`src/design/mpsm_pkg.sv`:
```
// Shared types and constants of the multi-pattern string matcher.
// Used by mpsm_ctrl, mpsm_dp and the top level; depends on nothing else.
`default_nettype none

package mpsm_pkg;

   localparam int DEF_ALPHABET  = 26;
   localparam int DEF_MAX_NODES = 256;

   localparam int REQ_DATA_W = 8;
   localparam int RSP_DATA_W = 16;
   localparam int SYM_W      = 5;
   localparam int NODE_W     = 8;

   // Phase of a work frame.
   localparam logic [1:0] PH_ENTER = 2'd0;
   localparam logic [1:0] PH_CALL  = 2'd1;
   localparam logic [1:0] PH_STORE = 2'd2;

   typedef enum logic {
      FR_LINK = 1'b0,
      FR_GO   = 1'b1
   } frame_kind_type;

   typedef enum logic [3:0] {
      ST_CLEAR,
      ST_IDLE,
      ST_INS_RD,
      ST_INS_WR,
      ST_SCAN,
      ST_EVAL,
      ST_GO_CHK,
      ST_LINK_CHK,
      ST_LETTER,
      ST_POP_RD,
      ST_FIN_RD,
      ST_FIN,
      ST_EMIT
   } ctrl_state_type;

   typedef enum logic [4:0] {
      OP_NONE,
      OP_CLEAR,
      OP_LOAD,
      OP_INS_READ,
      OP_INS_COMMIT,
      OP_SCAN_START,
      OP_FRAME_READ,
      OP_GO_HIT,
      OP_GO_CHILD,
      OP_GO_ROOT,
      OP_GO_STORE,
      OP_LINK_HIT,
      OP_LINK_ROOT,
      OP_LINK_STORE,
      OP_PUSH_SELF_LINK,
      OP_PUSH_PARENT_LINK,
      OP_PUSH_GO_RET,
      OP_PUSH_GO_LETTER,
      OP_POP_LOAD,
      OP_FIN_READ,
      OP_FIN,
      OP_EMIT
   } dp_op_type;

   typedef struct packed {
      logic           req_opcode;
      logic           sym_ok;
      frame_kind_type kind;
      logic [1:0]     phase;
      logic           goto_hit;
      logic           child_hit;
      logic           link_hit;
      logic           v_zero;
      logic           parent_zero;
      logic           depth_one;
      logic           stack_full;
      logic           clear_done;
   } dp_status_type;

endpackage

`default_nettype wire

```
`src/design/mpsm_ctrl.sv`:
```
// Controller state machine of the matcher: sequences inserts, scans and link resolution.
// Depends on mpsm_pkg; commands mpsm_dp and owns the result valid flag.
`default_nettype none

module mpsm_ctrl (
   input  wire logic                    clock,
   input  wire logic                    reset,
   input  wire logic                    req_tvalid,
   output      logic                    req_tready,
   output      logic                    rsp_tvalid,
   input  wire logic                    rsp_tready,
   input  wire mpsm_pkg::dp_status_type status,
   output      mpsm_pkg::dp_op_type     cmd
);
   import mpsm_pkg::*;

   ctrl_state_type state_ff, state_in;
   logic           rsp_valid_ff, rsp_valid_in;
   logic           emit_load;
   ctrl_state_type after_pop;

   always_ff @(posedge clock) begin
      if (reset) begin
         state_ff     <= ST_CLEAR;
         rsp_valid_ff <= 1'b0;
      end else begin
         state_ff     <= state_in;
         rsp_valid_ff <= rsp_valid_in;
      end
   end

   assign after_pop = status.depth_one ? ST_FIN_RD : ST_POP_RD;

   always_comb begin
      state_in   = state_ff;
      cmd        = OP_NONE;
      req_tready = 1'b0;
      emit_load  = 1'b0;
      case (state_ff)
         ST_CLEAR: begin
            cmd = OP_CLEAR;
            if (status.clear_done) begin
               state_in = ST_IDLE;
            end
         end
         ST_IDLE: begin
            req_tready = 1'b1;
            if (req_tvalid) begin
               cmd      = OP_LOAD;
               state_in = status.req_opcode ? ST_SCAN : ST_INS_RD;
            end
         end
         ST_INS_RD: begin
            cmd      = OP_INS_READ;
            state_in = ST_INS_WR;
         end
         ST_INS_WR: begin
            cmd      = OP_INS_COMMIT;
            state_in = ST_EMIT;
         end
         ST_SCAN: begin
            cmd      = OP_SCAN_START;
            state_in = status.sym_ok ? ST_EVAL : ST_EMIT;
         end
         ST_EVAL: begin
            if (status.phase == PH_ENTER) begin
               cmd      = OP_FRAME_READ;
               state_in = (status.kind == FR_GO) ? ST_GO_CHK : ST_LINK_CHK;
            end else if (status.phase == PH_CALL) begin
               if (status.kind == FR_GO) begin
                  cmd      = OP_PUSH_GO_RET;
                  state_in = status.stack_full ? ST_FIN_RD : ST_EVAL;
               end else begin
                  cmd      = OP_FRAME_READ;
                  state_in = ST_LETTER;
               end
            end else begin
               cmd      = (status.kind == FR_GO) ? OP_GO_STORE : OP_LINK_STORE;
               state_in = after_pop;
            end
         end
         ST_GO_CHK: begin
            if (status.goto_hit) begin
               cmd      = OP_GO_HIT;
               state_in = after_pop;
            end else if (status.child_hit) begin
               cmd      = OP_GO_CHILD;
               state_in = after_pop;
            end else if (status.v_zero) begin
               cmd      = OP_GO_ROOT;
               state_in = after_pop;
            end else begin
               cmd      = OP_PUSH_SELF_LINK;
               state_in = status.stack_full ? ST_FIN_RD : ST_EVAL;
            end
         end
         ST_LINK_CHK: begin
            if (status.link_hit) begin
               cmd      = OP_LINK_HIT;
               state_in = after_pop;
            end else if (status.v_zero || status.parent_zero) begin
               cmd      = OP_LINK_ROOT;
               state_in = after_pop;
            end else begin
               cmd      = OP_PUSH_PARENT_LINK;
               state_in = status.stack_full ? ST_FIN_RD : ST_EVAL;
            end
         end
         ST_LETTER: begin
            cmd      = OP_PUSH_GO_LETTER;
            state_in = status.stack_full ? ST_FIN_RD : ST_EVAL;
         end
         ST_POP_RD: begin
            cmd      = OP_POP_LOAD;
            state_in = ST_EVAL;
         end
         ST_FIN_RD: begin
            cmd      = OP_FIN_READ;
            state_in = ST_FIN;
         end
         ST_FIN: begin
            cmd      = OP_FIN;
            state_in = ST_EMIT;
         end
         ST_EMIT: begin
            if (!rsp_valid_ff || rsp_tready) begin
               cmd       = OP_EMIT;
               emit_load = 1'b1;
               state_in  = ST_IDLE;
            end
         end
         default: state_in = ST_CLEAR;
      endcase
   end

   always_comb begin
      if (emit_load) begin
         rsp_valid_in = 1'b1;
      end else if (rsp_tready) begin
         rsp_valid_in = 1'b0;
      end else begin
         rsp_valid_in = rsp_valid_ff;
      end
   end

   assign rsp_tvalid = rsp_valid_ff;

   // A result cannot appear immediately after its transaction is taken.
   a_no_instant_rsp: assert property (@(posedge clock) disable iff (reset)
      (req_tvalid && req_tready && !rsp_valid_ff) |=> !rsp_valid_ff)
      else $error("result raised right after acceptance");
   // The output register is only reloaded when its previous result has left.
   a_emit_when_free: assert property (@(posedge clock) disable iff (reset)
      emit_load |-> (!rsp_valid_ff || rsp_tready))
      else $error("result overwritten before it was taken");
   // Input is never taken during the clearing pass.
   a_no_accept_clear: assert property (@(posedge clock) disable iff (reset)
      (state_ff == ST_CLEAR) |=> !(req_tready && $past(state_ff) == ST_CLEAR &&
                                   state_ff == ST_CLEAR))
      else $error("input accepted while tables are being cleared");

endmodule

`default_nettype wire

```
`config.mk`:
```
export PLATFORM = sky130hd
export DESIGN_NAME = mpsm_ctrl
export DESIGN_NICKNAME = d
export VERILOG_FILES = /design/src/design/mpsm_pkg.sv /design/src/design/mpsm_ctrl.sv
export SDC_FILE = /design/constraint.sdc
export NUM_CORES = 1
export LEC_CHECK = 0
export BUFFER_PORTS_ARGS = -buffer_cell sky130_fd_sc_hd__buf_2
export CAP_MARGIN = 25
export CELL_PAD_IN_SITES_DETAIL_PLACEMENT = 1
export CELL_PAD_IN_SITES_GLOBAL_PLACEMENT = 1
export CORE_ASPECT_RATIO = 0.6
export CORE_MARGIN = 3
export CORE_UTILIZATION = 37
export DETAILED_ROUTE_END_ITERATION = 8
export PLACE_DENSITY_LB_ADDON = 0.1
export SLEW_MARGIN = 25
export SYNTH_ARGS = -nofsm -noshare
export SYNTH_HDL_FRONTEND = slang
export SYNTH_SLANG_ARGS = --single-unit
```
`constraint.sdc`:
```
create_clock -name clock -period 2.1 [get_ports clock]
set_clock_uncertainty 0.2 [all_clocks]
set_input_delay 0.525 -clock clock [delete_from_list [all_inputs] [get_ports clock]]
set_output_delay 0.525 -clock clock [all_outputs]
set_load 0.05 [all_outputs]
```
==> metrics.log, run 1 <==
[metrics] syn_nets: 136
[metrics] Worst EP post-GRT repair: cmd[1]
[metrics] Post-Syn Instances: about 120
[metrics] ranking of synthesized cells by area: sky130_fd_sc_hd__dfxtp_1 11%, sky130_fd_sc_hd__nor2_1 6.0%, sky130_fd_sc_hd__a21oi_1 5.7%
[metrics] Clock Path Buffers: 2
[metrics] width of the chip: 68.9 um
[metrics] TritonCTS Buffers: 3
[metrics] initial standard-cell utilization of the core: 0.430
[metrics] fraction of synthesized cell area taken by the top area cell type: 0.114
[metrics] Synth area leader: sky130_fd_sc_hd__dfxtp_1
[metrics] Seq/Total Area, Yosys: 0.114
[metrics] count of buffers from port buffering: 23
[metrics] I/O pin cnt: 24
[metrics] synthesis-stage register bit count: 5
[metrics] cell area after synthesis: ~900 um2
[metrics] prevailing post-synth register cell: sky130_fd_sc_hd__dfxtp_1
[metrics] Hold-fix buffers, CTS: 0
[metrics] CTS sink count: 5
[metrics] Synth async-reset ratio: 0
[metrics] num rows: 12
[metrics] count of different cell masters after synthesis: 52
[metrics] maximum number of pins on one net before global-route repair: 17
[metrics] floorplan die height: around 44 um
[metrics] detailed-placement wirelength estimate: ~3200 um
[metrics] Mean Syn Cell Area: around 7.4 um2
[metrics] count of yosys warnings during synthesis: 0
[metrics] routability cong.: 0.943
[metrics] Error Message: [ERROR DPL-0033] detailed placement checks failed during check placement.
[metrics] total number of H-tree levels: 1
[metrics] CTS Root Cell: sky130_fd_sc_hd__clkbuf_8
[metrics] outcome: did not finish
[metrics] last stage reached: global routing
[metrics] number of antenna violations at the first check in global routing: 0
[metrics] type of the worst endpoint after the last repair: primary output
[metrics] Post-synth EDFFs: 0
-- per-stage QoR --
stage                     setup slack, ps  cell area [um2]  cells  utilization  hold slack [ps]
after global placement               -423             1240    191        0.608              549
after CTS                            -305             1440    199        0.703              375
after floorplan                      -254              917    118            -              387
after detailed placement             -523             1240    191        0.608              543
-- timing repair --
action,4_1_cts
pin swaps,9
buffers inserted,4
setup endpoints to repair,6
gates resized for setup,31
-- Yosys cell counts, types with 3 or more instances --
library cell / count
sky130_fd_sc_hd__nand2_1: 6
sky130_fd_sc_hd__nor3_1: 3
sky130_fd_sc_hd__a31oi_1: 3
sky130_fd_sc_hd__buf_2: 3
sky130_fd_sc_hd__nand2b_1: 5
sky130_fd_sc_hd__dfxtp_1: 5
sky130_fd_sc_hd__nor2_1: 14
sky130_fd_sc_hd__nor2b_1: 4
sky130_fd_sc_hd__a21oi_1: 10
sky130_fd_sc_hd__o21ai_0: 6
sky130_fd_sc_hd__nand3_1: 3
sky130_fd_sc_hd__or3_1: 3
sky130_fd_sc_hd__buf_4: 3
sky130_fd_sc_hd__buf_6: 3
-- cell families after synthesis --
group                    after synthesis  synth area share
buffers and inverters                 12            0.0941
flip-flops                             5             0.114
multiplexers                           2            0.0228
AND/OR/NAND/NOR                       50             0.347
AO/OA/AOI/OAI                         48             0.408
adder cells (fa/ha/maj)                1            0.0143
==> run 2: changes to the inputs <==
CELL_PAD_IN_SITES_DETAIL_PLACEMENT = default   (was 1)
CELL_PAD_IN_SITES_GLOBAL_PLACEMENT = default   (was 1)
CORE_AREA = 3 3 64 66   (was default)
CORE_ASPECT_RATIO = default   (was 0.6)
CORE_MARGIN = default   (was 3)
CORE_UTILIZATION = default   (was 37)
DIE_AREA = 0 0 67 69   (was default)
PLACE_DENSITY_LB_ADDON = 0.15   (was 0.1)
==> run 2 against run 1 <==
  * The flow now finishes, with violations (negative setup slack)
  * Area after synthesis is the same
  * Synthesized cell count is the same
==> metrics.log, run 2 <==
[metrics] power density of the placed cells: between 700 and 800 mW/mm2
[metrics] aggregate routed wire length: about 3200 um
[metrics] initial standard-cell utilization of the core: 0.241
[metrics] Global Route Usage Sum: 0.148
[metrics] fraction of synthesized cell area taken by the top area cell type: 0.114
[metrics] count of yosys warnings during synthesis: 0
[metrics] Clock Path Buffers: 2
[metrics] worst reg-to-reg path cell count: 5
[metrics] fin crit share: 1.14
[metrics] R2R Setup Slk: 340 ps
[metrics] remaining number of nets flagged by the antenna check after routing: 0
[metrics] highest clock frequency the design can meet: ~420 MHz
[metrics] core region area: between 0.003 and 0.004 mm2
[metrics] number of cells in the design after placement: between 200 and 250
[metrics] Largest register FFs: 4
[metrics] post-route setup slack: -298 ps
[metrics] Clock Latency Late Sink: 220 ps
[metrics] die area: around 0.0046 mm2
[metrics] largest fanout on the critical path: 2
[metrics] total inserted antenna cells: 0
[metrics] Critical Path Source: status[9]
[metrics] global-route wire length before repair: approximately 5500 um
[metrics] leading cell types in the layout, fill and taps excluded: 39 x sky130_fd_sc_hd__buf_4, 15 x sky130_fd_sc_hd__buf_2, 12 x sky130_fd_sc_hd__nor2_1
[metrics] startpoint type of the worst setup path: primary input
[metrics] pre-CTS setup slack: -492 ps
[metrics] count of pins over their slew limit: 0
[metrics] fraction of layout instances using a drive strength above 1: 0.537
[metrics] number of remaining DRC errors: 0
[metrics] most numerous cell in the Yosys netlist: sky130_fd_sc_hd__nor2_1
[metrics] number of vias in the routed layout: 1,151
[metrics] CTS Root Cell: sky130_fd_sc_hd__clkbuf_8
[metrics] TritonCTS clock tree: built
[metrics] worst vdd rail ir drop: 0.000467 V
[metrics] Setup-failing EPs final: 4
[metrics] synthesis-stage register bit count: 5
[metrics] num rows: 22
[metrics] number of antenna violations at the first check in global routing: 0
[metrics] detailed-placement wirelength estimate: between 2000 and 3000 um
[metrics] total number of H-tree levels: 1
[metrics] Tightest Pin Transition: roughly 440 ps
[metrics] cell area after synthesis: between 800 and 900 um2
[metrics] Reg with most FFs: state_ff
[metrics] outcome: complete, but fails checks
[metrics] Post-synth EDFFs: 0
[metrics] capture point of the worst path: cmd[1]
[metrics] crit path max-delay cell type: sky130_fd_sc_hd__a221oi_2
[metrics] CTS sink count: 5
[metrics] routability cong.: 0.835
[metrics] leakage power: approximately 0.62 nW
[metrics] Seq/Total Area, Yosys: 0.114
[metrics] time the worst path needs with I/O delays and setup: approximately 2400 ps
[metrics] ranking of synthesized cells by area: sky130_fd_sc_hd__dfxtp_1 11%, sky130_fd_sc_hd__nor2_1 6.0%, sky130_fd_sc_hd__a21oi_1 5.7%
[metrics] endpoint arrival time on the critical path: approximately 1700 ps
[metrics] via-per-instance ratio: about 5
[metrics] origin of the critical flop-to-flop path: state_ff[0]$_SDFFE_PP0P_
[metrics] violated checks: negative setup slack
[metrics] Max Cap Viol: 0
[metrics] number of hold violations in the final report: 0
[metrics] most common library cells after synthesis: 14 x sky130_fd_sc_hd__nor2_1, 10 x sky130_fd_sc_hd__a21oi_1, 6 x sky130_fd_sc_hd__nand2_1, 6 x sky130_fd_sc_hd__o21ai_0
[metrics] total gr overflow: 0
[metrics] largest stage delay on the critical path: about 220 ps
[metrics] worst hold-check path type: in2reg
[metrics] category of the most critical setup path: in2out
[metrics] most frequent standard cell in the layout excluding fill and tap cells: sky130_fd_sc_hd__buf_4
[metrics] count of different cell masters after synthesis: 52
[metrics] Post-Syn Instances: 118
[metrics] number of standard cells in the layout, taps in and fillers out: about 230
[metrics] Met3 Routed Length: between 150 and 200 um
[metrics] filler cell count in the final layout: ~400
[metrics] endpoint of the most critical register-to-register path: state_ff[1]$_SDFFE_PP0P_
[metrics] Mean Syn Cell Area: ~7.4 um2
[metrics] TritonCTS Buffers: 3
[metrics] Synth async-reset ratio: 0
[metrics] met1 wire length: roughly 1500 um
[metrics] net count of the finished layout: 196
[metrics] worst slew slack as a fraction of its limit: 0.698
[metrics] Synth-to-Final Area Change: 70.5%
[metrics] via count of the first global-routing pass: around 1.1k
[metrics] RSZ-0062 raised after global routing: yes
[metrics] number of DRC markers in iteration 0: 57
[metrics] Req. time, crit path: between 1000 and 1500 ps
[metrics] cells along the critical path: buf_8 -> nor2b_4 -> ha_4 -> o21a_1 -> a221oi_2 -> o221ai_2 -> buf_6
[metrics] syn_nets: 136
[metrics] maximum number of pins on one net before global-route repair: 13
[metrics] highest metal used: met3
[metrics] met2 WL: approximately 1500 um
[metrics] I/O pin cnt: 24
[metrics] HP Start: reset
[metrics] type of destination of the critical path: output pin
[metrics] iteration count of the initial detailed-routing pass: 4
[metrics] Synth area leader: sky130_fd_sc_hd__dfxtp_1
[metrics] count of buffers from port buffering: 23
[metrics] floorplan die height: approximately 69 um
[metrics] prevailing post-synth register cell: sky130_fd_sc_hd__dfxtp_1
[metrics] width of the chip: between 60 and 70 um
[metrics] detailed-route wire length per cell: 14.4 um
[metrics] clock transition at the registers of the reported paths: 30 ps
## run 2: cell counts after synthesis
Identical to the previous run, type by type.
## run 2: logic make-up after synthesis
logic type,synth area share
buf+inv,0.0941
flops,0.114
mux,0.0228
simple gates,0.347
compound gates,0.408
fa+ha+maj,0.0143
## run 2: worst max-delay path: cells and delay by family
family | cells | cell delay [ps]
buffers and inverters | 2 | 270
adder cells (fa/ha/maj) | 1 | 200
AO/OA/AOI/OAI | 3 | 550
AND/OR/NAND/NOR | 1 | 110
## run 2: timing repair
action | in CTS | in global routing
buffers inserted | 3 | 1
hold buffers | 0 | 0
pin swaps | 9 | 6
setup endpoints to repair | 6 | 5
gates cloned | 1 | 0
gates resized for setup | 29 | 5
## run 2: how the worst min path moves through the flow
stage                                           to  cells after the start
final                     state_ff[3]$_SDFFE_PP0P_                      2
after CTS                 state_ff[3]$_SDFFE_PP0P_                      2
after floorplan           state_ff[3]$_SDFFE_PP0P_                      1
after global routing      state_ff[1]$_SDFFE_PP0P_                      2
after detailed placement  state_ff[3]$_SDFFE_PP0P_                      4
after global placement    state_ff[3]$_SDFFE_PP0P_                      4
## run 2: where the power goes
| group | switching [mW] | total, mW | internal (mW) | leakage [nW] |
|---|---|---|---|---|
| Combinational | 0.439 | 0.835 | 0.396 | 0.553 |
| Clock | 0.0446 | 0.175 | 0.130 | 0.0228 |
| Sequential | 0.0351 | 0.155 | 0.120 | 0.0435 |
| Total | 0.518 | 1.16 | 0.646 | 0.619 |
## run 2: stage by stage
| stage | hold WS (ps) | utilization | cell area, um2 | setup TNS, ps | power (mW) |
|---|---|---|---|---|---|
| 2_1_floorplan | 387 | - | 917 | -300 | 0.633 |
| 5_1_grt | 348 | 0.412 | 1500 | -829 | 1.25 |
| 6_report | 344 | 0.412 | 1500 | -559 | 1.16 |
| 3_3_place_gp | 551 | 0.357 | 1300 | -1110 | 0.869 |
| 4_1_cts | 337 | 0.403 | 1460 | -608 | 1.15 |
| 3_5_place_dp | 541 | 0.357 | 1300 | -1120 | 0.869 |
## run 2: area by class of cell
class / instances / area [um2] / share of cell area
Tap cell: 48 / 60.1 / 0.0402
Multi-Input combinational cell: 101 / 779 / 0.521
Sequential cell: 5 / 111 / 0.0745
Timing Repair Buffer: 64 / 488 / 0.326
Inverter: 3 / 11.3 / 0.00753
Clock buffer: 4 / 45.0 / 0.0301
## run 2: metal layers
layer  up-vias  track usage
met3         0       0.0277
met4         0       0.0203
met1       538        0.216
li1        575            -
met2        38        0.229
met5         -            0
No activity file was read; power rests on OpenSTA's default activity.
